**src/hw/rtl/yuyv_pkg.sv**
```systemverilog
// yuyv_pkg: shared types and constants for the YUYV to RGB565 framebuffer writer
// no dependencies; used by every module of the block
`default_nettype none

package yuyv_pkg;

  // field widths
  localparam int unsigned LUMA_W   = 8;
  localparam int unsigned CHROMA_W = 8;
  localparam int unsigned PIXEL_W  = 16;
  localparam int unsigned ADDR_W   = 32;
  localparam int unsigned STRIDE_W = 12;
  localparam int unsigned COL_W    = 11;
  localparam int unsigned ROWS_W   = 12;
  localparam int unsigned DELTA_W  = 9;
  localparam int unsigned PROD_W   = 20;
  localparam int unsigned SHIFT    = 10;

  // default row counter width
  localparam int unsigned DIM_BITS_DEF = 12;

  // configuration port
  localparam int unsigned CFG_IDX_W  = 2;
  localparam int unsigned CFG_DATA_W = 32;

  localparam logic [CFG_IDX_W-1:0] REG_FRAME_BASE  = 2'd0;
  localparam logic [CFG_IDX_W-1:0] REG_FB_STRIDE   = 2'd1;
  localparam logic [CFG_IDX_W-1:0] REG_WIDTH_PAIRS = 2'd2;
  localparam logic [CFG_IDX_W-1:0] REG_FRAME_ROWS  = 2'd3;

  // register reset values
  localparam logic [ADDR_W-1:0]   FRAME_BASE_RST  = 32'd0;
  localparam logic [STRIDE_W-1:0] FB_STRIDE_RST   = 12'd800;
  localparam logic [COL_W-1:0]    WIDTH_PAIRS_RST = 11'd320;
  localparam logic [ROWS_W-1:0]   FRAME_ROWS_RST  = 12'd480;

  // conversion coefficients, scaled by 1024
  localparam logic signed [PROD_W-1:0] COEF_R_CR = 20'sd1436;
  localparam logic signed [PROD_W-1:0] COEF_G_CB = 20'sd352;
  localparam logic signed [PROD_W-1:0] COEF_G_CR = 20'sd731;
  localparam logic signed [PROD_W-1:0] COEF_B_CB = 20'sd1815;

  // per-pair color offsets shared by both pixel lanes
  typedef struct packed {
    logic signed [DELTA_W-1:0] rd;
    logic signed [DELTA_W-1:0] gd;
    logic signed [DELTA_W-1:0] bd;
  } chroma_delta_t;

  // position info for one pair
  typedef struct packed {
    logic [ADDR_W-1:0] pixel_index;
    logic              eof;
  } addr_info_t;

endpackage

`default_nettype wire

```
**src/hw/rtl/yuyv_chroma.sv**
```systemverilog
// yuyv_chroma: chroma offset unit, turns Cb/Cr bytes into R, G and B offsets
// depends on yuyv_pkg
`default_nettype none

module yuyv_chroma (
  input  wire logic [yuyv_pkg::CHROMA_W-1:0] chroma_blue,
  input  wire logic [yuyv_pkg::CHROMA_W-1:0] chroma_red,
  output yuyv_pkg::chroma_delta_t            delta
);

  logic signed [yuyv_pkg::CHROMA_W-1:0] cb;
  logic signed [yuyv_pkg::CHROMA_W-1:0] cr;
  logic signed [yuyv_pkg::PROD_W-1:0]   r_prod;
  logic signed [yuyv_pkg::PROD_W-1:0]   g_prod;
  logic signed [yuyv_pkg::PROD_W-1:0]   b_prod;

  // remove the 128 offset: flipping the top bit gives the two's complement value
  assign cb = signed'(chroma_blue ^ 8'h80);
  assign cr = signed'(chroma_red ^ 8'h80);

  // constant products, then floor shift by 10
  assign r_prod = yuyv_pkg::COEF_R_CR * yuyv_pkg::PROD_W'(cr);
  assign g_prod = yuyv_pkg::COEF_G_CB * yuyv_pkg::PROD_W'(cb)
                + yuyv_pkg::COEF_G_CR * yuyv_pkg::PROD_W'(cr);
  assign b_prod = yuyv_pkg::COEF_B_CB * yuyv_pkg::PROD_W'(cb);

  assign delta.rd = yuyv_pkg::DELTA_W'(r_prod >>> yuyv_pkg::SHIFT);
  assign delta.gd = yuyv_pkg::DELTA_W'(g_prod >>> yuyv_pkg::SHIFT);
  assign delta.bd = yuyv_pkg::DELTA_W'(b_prod >>> yuyv_pkg::SHIFT);

endmodule

`default_nettype wire

```
**src/hw/rtl/yuyv_lane.sv**
```systemverilog
// yuyv_lane: one pixel lane, adds the chroma offsets to a luma sample,
// clamps each channel and packs RGB565; depends on yuyv_pkg
`default_nettype none

module yuyv_lane (
  input  wire logic [yuyv_pkg::LUMA_W-1:0]  luma,
  input  wire yuyv_pkg::chroma_delta_t      delta,
  output logic [yuyv_pkg::PIXEL_W-1:0]      pixel
);

  logic signed [10:0] luma_s;
  logic signed [10:0] r_sum;
  logic signed [10:0] g_sum;
  logic signed [10:0] b_sum;
  logic [7:0]         r_byte;
  logic [7:0]         g_byte;
  logic [7:0]         b_byte;

  function automatic logic [7:0] clamp_byte(input logic signed [10:0] v);
    logic [7:0] res;
    if (v < 0) begin
      res = 8'd0;
    end else if (v > 11'sd255) begin
      res = 8'd255;
    end else begin
      res = v[7:0];
    end
    return res;
  endfunction

  // channel sums
  assign luma_s = signed'({3'b000, luma});
  assign r_sum  = luma_s + 11'(delta.rd);
  assign g_sum  = luma_s - 11'(delta.gd);
  assign b_sum  = luma_s + 11'(delta.bd);

  // clamp and pack
  assign r_byte = clamp_byte(r_sum);
  assign g_byte = clamp_byte(g_sum);
  assign b_byte = clamp_byte(b_sum);
  assign pixel  = {r_byte[7:3], g_byte[7:2], b_byte[7:3]};

endmodule

`default_nettype wire

```
**src/hw/rtl/yuyv_addr_gen.sv**
```systemverilog
// yuyv_addr_gen: column and row counters and framebuffer pixel index
// depends on yuyv_pkg
`default_nettype none

module yuyv_addr_gen #(
  parameter int unsigned DIM_BITS = yuyv_pkg::DIM_BITS_DEF
) (
  input  wire logic                          clk,
  input  wire logic                          rst_n,
  input  wire logic                          step,
  input  wire logic [yuyv_pkg::STRIDE_W-1:0] fb_stride,
  input  wire logic [yuyv_pkg::COL_W-1:0]    width_pairs,
  input  wire logic [yuyv_pkg::ROWS_W-1:0]   frame_rows,
  output yuyv_pkg::addr_info_t               info
);

  logic [yuyv_pkg::COL_W-1:0]             col_r;
  logic [yuyv_pkg::COL_W-1:0]             col_nxt;
  logic [DIM_BITS-1:0]                    row_r;
  logic [DIM_BITS-1:0]                    row_nxt;
  logic [DIM_BITS-1:0]                    rows;
  logic                                   last_col;
  logic                                   last_row;
  logic [DIM_BITS+yuyv_pkg::STRIDE_W-1:0] row_prod;

  // frame height as seen by a row counter of DIM_BITS bits
  assign rows = DIM_BITS'(frame_rows);

  // a counter at or past its limit counts as the last position
  assign last_col = ({1'b0, col_r} + 12'd1) >= {1'b0, width_pairs};
  assign last_row = ({1'b0, row_r} + (DIM_BITS+1)'(1)) >= {1'b0, rows};

  // pixel index of the first pixel of the pair
  assign row_prod = {{yuyv_pkg::STRIDE_W{1'b0}}, row_r} * {{DIM_BITS{1'b0}}, fb_stride};
  assign info.pixel_index = yuyv_pkg::ADDR_W'(row_prod)
                          + yuyv_pkg::ADDR_W'({col_r, 1'b0});
  assign info.eof = last_col && last_row;

  // counter advance
  always_comb begin
    col_nxt = col_r;
    row_nxt = row_r;
    if (step) begin
      if (last_col) begin
        col_nxt = '0;
        row_nxt = last_row ? '0 : row_r + DIM_BITS'(1);
      end else begin
        col_nxt = col_r + yuyv_pkg::COL_W'(1);
      end
    end
  end

  always_ff @(posedge clk) begin
    if (!rst_n) begin
      col_r <= '0;
      row_r <= '0;
    end else begin
      col_r <= col_nxt;
      row_r <= row_nxt;
    end
  end

endmodule

`default_nettype wire

```
**src/hw/rtl/yuyv_to_rgb565_framebuffer_writer.sv**
```systemverilog
// yuyv_to_rgb565_framebuffer_writer: top level, configuration registers,
// pipeline stages and output merge; depends on yuyv_pkg and all yuyv_ modules
`default_nettype none

// Converts one YUYV word (two luma samples, shared Cb/Cr) per transfer into two
// RGB565 pixels plus the framebuffer byte address of the first pixel, with an
// end_of_frame flag on the last pair of the frame. One pair is accepted every
// clock cycle while the output is not stalled; a result passes the stage-one
// registers, then the output register. There are two pipeline stages: the first
// holds the chroma offsets and the pixel index from the row times stride
// product, the second holds the two pixel lanes and the base address add.
// Stages advance independently, so new input is taken into an empty stage one
// while a finished result is still waiting on out_ready. Register writes belong in
// idle periods; after reset the frame counters start at pixel zero.
module yuyv_to_rgb565_framebuffer_writer #(
  parameter int unsigned DIM_BITS = yuyv_pkg::DIM_BITS_DEF
) (
  input  wire logic                            clk,
  input  wire logic                            rst_n,
  // input channel
  input  wire logic                            in_valid,
  output logic                                 in_ready,
  input  wire logic [yuyv_pkg::LUMA_W-1:0]     in_luma_first,
  input  wire logic [yuyv_pkg::CHROMA_W-1:0]   in_chroma_blue,
  input  wire logic [yuyv_pkg::LUMA_W-1:0]     in_luma_second,
  input  wire logic [yuyv_pkg::CHROMA_W-1:0]   in_chroma_red,
  // result channel
  output logic                                 out_valid,
  input  wire logic                            out_ready,
  output logic [yuyv_pkg::PIXEL_W-1:0]         out_pixel_first,
  output logic [yuyv_pkg::PIXEL_W-1:0]         out_pixel_second,
  output logic [yuyv_pkg::ADDR_W-1:0]          out_write_address,
  output logic                                 out_end_of_frame,
  // configuration port
  input  wire logic                            cfg_we,
  input  wire logic [yuyv_pkg::CFG_IDX_W-1:0]  cfg_index,
  input  wire logic [yuyv_pkg::CFG_DATA_W-1:0] cfg_data
);

  logic [yuyv_pkg::ADDR_W-1:0]   frame_base_r;
  logic [yuyv_pkg::STRIDE_W-1:0] fb_stride_r;
  logic [yuyv_pkg::COL_W-1:0]    width_pairs_r;
  logic [yuyv_pkg::ROWS_W-1:0]   frame_rows_r;

  logic                          in_xfer;
  logic                          s1_adv;
  logic                          out_adv;

  yuyv_pkg::chroma_delta_t       delta;
  yuyv_pkg::addr_info_t          addr_info;

  logic                          s1_valid_r;
  logic [yuyv_pkg::LUMA_W-1:0]   s1_luma_first_r;
  logic [yuyv_pkg::LUMA_W-1:0]   s1_luma_second_r;
  yuyv_pkg::chroma_delta_t       s1_delta_r;
  yuyv_pkg::addr_info_t          s1_addr_r;

  logic [yuyv_pkg::PIXEL_W-1:0]  lane_pixel_first;
  logic [yuyv_pkg::PIXEL_W-1:0]  lane_pixel_second;

  logic                          out_valid_r;
  logic [yuyv_pkg::PIXEL_W-1:0]  out_pixel_first_r;
  logic [yuyv_pkg::PIXEL_W-1:0]  out_pixel_second_r;
  logic [yuyv_pkg::ADDR_W-1:0]   out_write_address_r;
  logic                          out_end_of_frame_r;

  // configuration registers
  always_ff @(posedge clk) begin
    if (!rst_n) begin
      frame_base_r  <= yuyv_pkg::FRAME_BASE_RST;
      fb_stride_r   <= yuyv_pkg::FB_STRIDE_RST;
      width_pairs_r <= yuyv_pkg::WIDTH_PAIRS_RST;
      frame_rows_r  <= yuyv_pkg::FRAME_ROWS_RST;
    end else if (cfg_we) begin
      case (cfg_index)
        yuyv_pkg::REG_FRAME_BASE:  frame_base_r  <= cfg_data;
        yuyv_pkg::REG_FB_STRIDE:   fb_stride_r   <= cfg_data[yuyv_pkg::STRIDE_W-1:0];
        yuyv_pkg::REG_WIDTH_PAIRS: width_pairs_r <= cfg_data[yuyv_pkg::COL_W-1:0];
        yuyv_pkg::REG_FRAME_ROWS:  frame_rows_r  <= cfg_data[yuyv_pkg::ROWS_W-1:0];
        default: ;
      endcase
    end
  end

  // pipeline flow control: a stage moves when the one after it has room
  assign out_adv  = !out_valid_r || out_ready;
  assign s1_adv   = !s1_valid_r || out_adv;
  assign in_ready = s1_adv;
  assign in_xfer  = in_valid && in_ready;

  // stage one: chroma offsets and position
  yuyv_chroma u_chroma (
    .chroma_blue (in_chroma_blue),
    .chroma_red  (in_chroma_red),
    .delta       (delta)
  );

  yuyv_addr_gen #(
    .DIM_BITS (DIM_BITS)
  ) u_addr_gen (
    .clk         (clk),
    .rst_n       (rst_n),
    .step        (in_xfer),
    .fb_stride   (fb_stride_r),
    .width_pairs (width_pairs_r),
    .frame_rows  (frame_rows_r),
    .info        (addr_info)
  );

  always_ff @(posedge clk) begin
    if (!rst_n) begin
      s1_valid_r <= 1'b0;
    end else if (s1_adv) begin
      s1_valid_r <= in_xfer;
    end
  end

  always_ff @(posedge clk) begin
    if (in_xfer) begin
      s1_luma_first_r  <= in_luma_first;
      s1_luma_second_r <= in_luma_second;
      s1_delta_r       <= delta;
      s1_addr_r        <= addr_info;
    end
  end

  // stage two: one lane per pixel of the pair
  yuyv_lane u_lane_first (
    .luma  (s1_luma_first_r),
    .delta (s1_delta_r),
    .pixel (lane_pixel_first)
  );

  yuyv_lane u_lane_second (
    .luma  (s1_luma_second_r),
    .delta (s1_delta_r),
    .pixel (lane_pixel_second)
  );

  // merge lanes and address into the output register
  always_ff @(posedge clk) begin
    if (!rst_n) begin
      out_valid_r <= 1'b0;
    end else if (out_adv) begin
      out_valid_r <= s1_valid_r;
    end
  end

  always_ff @(posedge clk) begin
    if (out_adv && s1_valid_r) begin
      out_pixel_first_r   <= lane_pixel_first;
      out_pixel_second_r  <= lane_pixel_second;
      out_write_address_r <= frame_base_r
                           + {s1_addr_r.pixel_index[yuyv_pkg::ADDR_W-2:0], 1'b0};
      out_end_of_frame_r  <= s1_addr_r.eof;
    end
  end

  assign out_valid         = out_valid_r;
  assign out_pixel_first   = out_pixel_first_r;
  assign out_pixel_second  = out_pixel_second_r;
  assign out_write_address = out_write_address_r;
  assign out_end_of_frame  = out_end_of_frame_r;

`ifndef SYNTH
  // a stalled output with a full first stage must block new input
  assert property (@(posedge clk) disable iff (!rst_n)
    s1_valid_r && out_valid_r && !out_ready |-> !in_ready)
    else $error("input taken while pipeline is full");

  // every input transfer lands in the first stage
  assert property (@(posedge clk) disable iff (!rst_n)
    in_valid && in_ready |=> s1_valid_r)
    else $error("input transfer lost before stage one");

  // output drains when nothing follows it
  assert property (@(posedge clk) disable iff (!rst_n)
    out_valid_r && out_ready && !s1_valid_r |=> !out_valid_r)
    else $error("result repeated after its transfer");
`endif

endmodule

`default_nettype wire

```
**config.mk**
```make
export PLATFORM = sky130hd
export DESIGN_NAME = yuyv_to_rgb565_framebuffer_writer
export DESIGN_NICKNAME = d
export VERILOG_FILES = /design/src/hw/rtl/yuyv_pkg.sv /design/src/hw/rtl/yuyv_chroma.sv /design/src/hw/rtl/yuyv_lane.sv /design/src/hw/rtl/yuyv_addr_gen.sv /design/src/hw/rtl/yuyv_to_rgb565_framebuffer_writer.sv
export SDC_FILE = /design/constraint.sdc
export NUM_CORES = 1
export LEC_CHECK = 0
export BUFFER_PORTS_ARGS = -buffer_cell sky130_fd_sc_hd__buf_2
export CORE_ASPECT_RATIO = 2
export CORE_MARGIN = 2
export CORE_UTILIZATION = 43
export DETAILED_ROUTE_END_ITERATION = 8
export GPL_TIMING_DRIVEN = 1
export PLACE_DENSITY = 0.67
export SLEW_MARGIN = 0
export SYNTH_ARGS = -nofsm -noshare
export SYNTH_HDL_FRONTEND = slang
export SYNTH_HIERARCHICAL = 1
export SYNTH_SLANG_ARGS = --single-unit
```
**constraint.sdc**
```tcl
create_clock -name clk -period 7.03 [get_ports clk]
set_clock_uncertainty 0.15 [all_clocks]
set_input_delay 0.703 -clock clk [delete_from_list [all_inputs] [get_ports clk]]
set_output_delay 0.703 -clock clk [all_outputs]
set_load 0.03 [all_outputs]
```
==> flow_summary.toml, run 1 <==
[clocking]
cts_tree = "yes"
root_buffer = "clkbuf_16"
clk_latency_ns = 0.55
cts_buffer_depth = 3
clk_pin_slew_ns = 0.07
cts-resized-gates = 0
htree_levels = 1
cts_sinks = 232
numCtsBuffers = 23
hold_buffers = 0
postCtsSetupRepairBufs = 0

[placement]
place.gp.congestion = 0.942
dpl.hpwl_mm = 52.3
port_buffers = 137

[critical_path]
arrival_ns = 5.98
path_class = "reg -> reg"
r2r_end = "s1_addr_r[22]$_DFFE_PP_"
worstSetupEndpoint = "s1_addr_r[22]$_DFFE_PP_"
rr_worst_depth = 16
regToRegStartpoint = "u_addr_gen/row_r[7]$_SDFFE_PN0P_"
start_kind = "register"
crit_path_end_kind = "register"
cp_max_fo = 19
critical_path.startpoint = "u_addr_gen/row_r[7]$_SDFFE_PN0P_"
r2r_slack_ns = 1.20
critPathRequiredTime_ns = 7.18

[sta]
min_period_ns = 5.83
relSlewSlack = 0.304
maxSlewViolCount = 0
worst_slew_pin_slew_ns = 1.04
rsz0062_at_grt = "no"
setup_tns_ns = 0
setup_viol = 0
timing.final.crit_share = 0.829
finalHoldViolCount = 0
fmax_mhz = 172

[drt]
drtIter0Drc = 936
vias = 18400
routedWlPerCell_um = 18.7
vias_per_cell = 5.42
wirelength_mm = 63.4
dr.pass1.iters = 8
final_antenna_net_count = 0
drcViolationCount = 0

[die]
die_y_um = 337
start_util = 0.432
coreArea_sq_um = 55100
boundaryPins = 138
fp-row-count = 122
dieArea_sq_um = 57400
die_w_um = 170

[power_and_ir_drop]
irDropWorstVdd_mv = 0.249
p_leak_uw = 0.0122
power.density_nw_per_um2 = 264
finalPower_uw = 6860

[outcome]
status = "completed"

[global_route]
grt_overflow = 0
grt_use_total = 0.222
grt_antenna_before_repair = 2
grt_max_degree = 67
grt_pass1_vias = 19400
grt_pass1_wl_mm = 99.1

[layout]
finish.net_count = 3213
diodes = 0
area_delta_synth_final_pct = 9.10
nFillCells = 5170
drive_gt1_frac = 0.0977

[logic_synthesis]
postSynthAreaPerCell_sq_um = 9.41
synthCells = 2532
synth_area_sq_um = 23800
ys_warn_count = 6

[hold_path]
hold_class = "in -> reg"

[job]
drv_cap = 0
## registers in the layout, indices dropped and copies added (netlist names)
register           count
fb_stride_r           12
s1_luma_first_r        8
u_addr_gen/col_r      11
s1_valid_r             1
out_write_address     32
frame_rows_r          12
out_pixel_second      16
out_pixel_first       16
s1_delta_r            27
out_end_of_frame       1
out_valid              1
width_pairs_r         11
frame_base_r          32
s1_addr_r             32
u_addr_gen/row_r      12
s1_luma_second_r       8
## worst max-delay path, stage by stage (launching register included)
cell	delay [ns]
dfxtp_1	0.84
nand2_1	0.22
fa_1	0.55
fa_1	0.51
inv_1	0.05
fa_1	0.50
fa_1	0.54
inv_1	0.05
fa_1	0.52
inv_1	0.04
ha_1	0.34
a21o_1	0.24
a2111oi_2	0.43
or3_1	0.21
o22ai_2	0.09
o221ai_2	0.18
xnor2_1	0.09
## stage by stage
step                      hold WS [ns]  instance area (sq um)  instances  setup WS, ns   util
final                            0.177                  26000       3385          1.20  0.472
after global routing             0.162                  26000       3385         0.930  0.472
after CTS                        0.153                  26000       3385          1.21  0.472
after detailed placement         0.255                  25200       3344         0.922  0.457
after global placement           0.256                  25200       3344         0.980  0.457
after floorplan                  0.250                  23900       2537          1.46      -
## power by group
part | switching, uW | total [uW] | leakage [uW] | internal (uW)
logic | 2120 | 3580 | 0.00972 | 1460
registers | 129 | 1910 | 0.00210 | 1780
clock network | 561 | 1370 | 0.000415 | 807
## per-layer routing
| metal | GRT usage | share of wire |
|---|---|---|
| met1 | 0.189 | 0.31 |
| met2 | 0.467 | 0.58 |
| met3 | 0.0239 | 0.033 |
| met4 | 0.143 | 0.072 |
| met5 | 0 | 0.00035 |
## layout make-up
type,count,area (sq um),area share
sequential,232,6050,0.233
clock buffer,31,688,0.0265
tap,744,931,0.0358
timing repair buffer,143,731,0.0281
clock inverter,10,151,0.00582
inverter,377,1420,0.0544
multi-input combinational,1848,16000,0.617
## placed cells by master, fill, tap and decap left out, types with 24 or more instances in the layout
cell	instances
fa_1	186
buf_2	137
clkbuf_16	25
nand3_1	66
inv_1	375
a21boi_0	65
nor2_1	72
a21oi_1	140
dfxtp_1	92
xnor2_1	66
a21o_1	49
ha_1	331
edfxtp_1	140
xor2_1	49
o21ai_0	41
and2_1	88
nor3_1	24
nand2b_1	29
nor2b_1	25
nand2_1	297
## worst min path at each step
stage	start	endpoint	slack [ns]	cells past startpoint
final	in_luma_second[5]	s1_luma_second_r[5]$_DFFE_PP_	0.18	1
after global routing	in_luma_first[5]	s1_luma_first_r[5]$_DFFE_PP_	0.16	1
after CTS	in_luma_second[5]	s1_luma_second_r[5]$_DFFE_PP_	0.15	1
after detailed placement	s1_addr_r[0]$_DFFE_PP_	out_end_of_frame$_DFFE_PP_	0.25	0
after global placement	s1_addr_r[0]$_DFFE_PP_	out_end_of_frame$_DFFE_PP_	0.26	0
after floorplan	s1_addr_r[0]$_DFFE_PP_	out_end_of_frame$_DFFE_PP_	0.25	0
Note: power is estimated with default switching activity, not from simulation.
==> run 2, diff against run 1 <==
Settings changed: ABC_AREA from default to 1.
Clock period 7.03 ns to 6 ns, I/O delays scaled along.
==> run 2 against run 1 <==
- clock power rose by 16%
- maximum frequency rose by 3.3%
- global-route usage rose by 0.20 points
- setup slack got worse by 0.84 ns
- cell count rose by 25%
- total power rose by 35%
- wire length rose by 7.5%
- largest power group unchanged
- critical path depth rose by 3
- sequential power rose by 20%
- design area rose by 6.6%
- largest cell class unchanged
- via count rose by 15%
- highest routed layer is now met4
- die area rose by 6.2%
==> flow_summary.toml, run 2 <==
[die]
dieArea_sq_um = 61000
boundaryPins = 138
fp-row-count = 125
die_y_um = 347
coreArea_sq_um = 58200
start_util = 0.435
die_w_um = 176

[power_and_ir_drop]
power.density_nw_per_um2 = 334
pwr-share-clk = 0.171
sw_frac_of_total = 0.464
seqPwrFrac = 0.248
p_leak_uw = 0.0157
power_frac_comb = 0.580
irDropWorstVdd_mv = 0.413
internal_power_uw = 4960
power_switching_uw = 4300

[drt]
wirelength_mm = 68.2
drtIter0Drc = 901
drcViolationCount = 0
routedWlPerCell_um = 16.0
vias_per_cell = 4.96
dr.pass1.iters = 7
vias = 21100
final_antenna_net_count = 0

[hold_path]
min_from = "in_luma_first[1]"
hold_path_depth = 1
hold_class = "in -> reg"
hold_path_end = "s1_luma_first_r[1]$_DFFE_PP_"

[logic_synthesis]
synth_area_sq_um = 25300
ys_warn_count = 6
postSynthAreaPerCell_sq_um = 7.60
synthCells = 3333

[clocking]
cts_buffer_depth = 3
clk_pin_slew_ns = 0.06
clk_latency_ns = 0.56
root_buffer = "clkbuf_16"
postCtsSetupRepairBufs = 0
htree_levels = 1
cts-resized-gates = 0
hold_buffers = 0
numCtsBuffers = 25
cts_sinks = 232
cts_tree = "yes"

[layout]
nFillCells = 5854
regArea_sq_um = 6050
layout_common_cells = "nand2_1, inv_1, ha_1, nor2_1, fa_1"
diodes = 0
final_common_cell = "nand2_1"
area_delta_synth_final_pct = 9.47
finish.net_count = 4056
drive_gt1_frac = 0.0947
multi_input_area_sq_um = 16200

[critical_path]
max_stage_delay_ns = 0.80
cp_max_fo = 18
worstPathCellList = "nand2_1, inv_1, fa_1, inv_1, fa_1, inv_1, fa_1, inv_1, fa_1, fa_1, inv_1, ha_1, nand2_1, o21ai_0, inv_1, o21ai_0, nand4_1, nand3_1, nand2_1"
cpMaxStageDelayCell = "dfxtp_1"
regToRegStartpoint = "u_addr_gen/row_r[5]$_SDFFE_PN0P_"
cpMostUsedCell = "inv_1"
r2r_slack_ns = 0.36
path_class = "reg -> reg"
start_kind = "register"
rr_worst_depth = 19
crit_path_end_kind = "register"
r2r_end = "s1_addr_r[19]$_DFFE_PP_"
worst-path-buf-inv = 6
critPathTopFamily = "adder cells"
arrival_ns = 5.80
critPathRequiredTime_ns = 6.15

[sta]
relSlewSlack = 0.242
fmax_mhz = 177
setup_tns_ns = 0
min_period_ns = 5.64
worst_slew_pin_slew_ns = 1.13
timing.final.crit_share = 0.940
rsz0062_at_grt = "no"
fin_ws_ns = 0.359
finalHoldViolCount = 0
maxSlewViolCount = 0
setup_viol = 0

[global_route]
grt_pass1_wl_mm = 107
grt_pass1_vias = 21500
grt_antenna_before_repair = 0
grt_max_degree = 83
grt_use_total = 0.224
grt_overflow = 0

[placement]
port_buffers = 137
place.gp.congestion = 0.935
place_ws_ns = 0.0616
dpl.hpwl_mm = 56.9

[outcome]
status = "completed"

[job]
drv_cap = 0
run 2: worst register-to-register path: stages, from the launching register on:
cell	delay, ns
dfxtp_1	0.80
nand2_1	0.13
inv_1	0.12
fa_1	0.39
inv_1	0.08
fa_1	0.42
inv_1	0.12
fa_1	0.43
inv_1	0.08
fa_1	0.44
fa_1	0.55
inv_1	0.04
ha_1	0.33
nand2_1	0.10
o21ai_0	0.39
inv_1	0.12
o21ai_0	0.35
nand4_1	0.17
nand3_1	0.12
nand2_1	0.05
run 2: stage by stage:
step           instances  hold slack, ns  instance area [sq um]  total power, uW   util
5_1_grt             4248          0.0470                  27700            10100  0.477
2_1_floorplan       3338           0.250                  25300             6290      -
3_3_place_gp        4203           0.274                  26900             7650  0.462
4_1_cts             4248          0.0366                  27700             9340  0.477
6_report            4248          0.0711                  27700             9260  0.477
3_5_place_dp        4203           0.276                  26900             7700  0.462
run 2: metal layers:
metal / wire (um) / up-vias / global-route usage
met5: 0 / - / 0
met4: 5550 / 0 / 0.162
met3: 2280 / 224 / 0.0222
met2: 39700 / 490 / 0.469
met1: 20700 / 9798 / 0.187
li1: - / 10500 / -
run 2: worst max path at each step:
stage	endpoint	slack (ns)	from	cells after the start
global placement	s1_delta_r[16]$_DFFE_PP_	0.08	in_chroma_blue[2]	23
detailed placement	s1_delta_r[16]$_DFFE_PP_	0.06	in_chroma_blue[2]	23
CTS	s1_addr_r[25]$_DFFE_PP_	0.44	u_addr_gen/row_r[1]$_SDFFE_PN0P_	20
floorplan	s1_delta_r[15]$_DFFE_PP_	0.56	in_chroma_blue[1]	22
finish	s1_addr_r[19]$_DFFE_PP_	0.36	u_addr_gen/row_r[5]$_SDFFE_PN0P_	19
global route	s1_addr_r[19]$_DFFE_PP_	0.05	u_addr_gen/row_r[6]$_SDFFE_PN0P_	19
run 2: power groups by stage:
stage | clock network (uW) | logic, uW | registers (uW)
floorplan | 0 | 3920 | 2370
global placement | 0 | 5310 | 2340
detailed placement | 0 | 5370 | 2340
CTS | 1640 | 5400 | 2310
global route | 1690 | 6050 | 2320
finish | 1590 | 5370 | 2300
run 2: layout make-up:
class | count | share of cell area
well taps | 762 | 0.0344
multi-input cells | 2299 | 0.585
clock buffers | 32 | 0.0250
flip-flops and latches | 232 | 0.218
repair buffers | 165 | 0.0323
inverters | 745 | 0.101
clock inverters | 13 | 0.00451
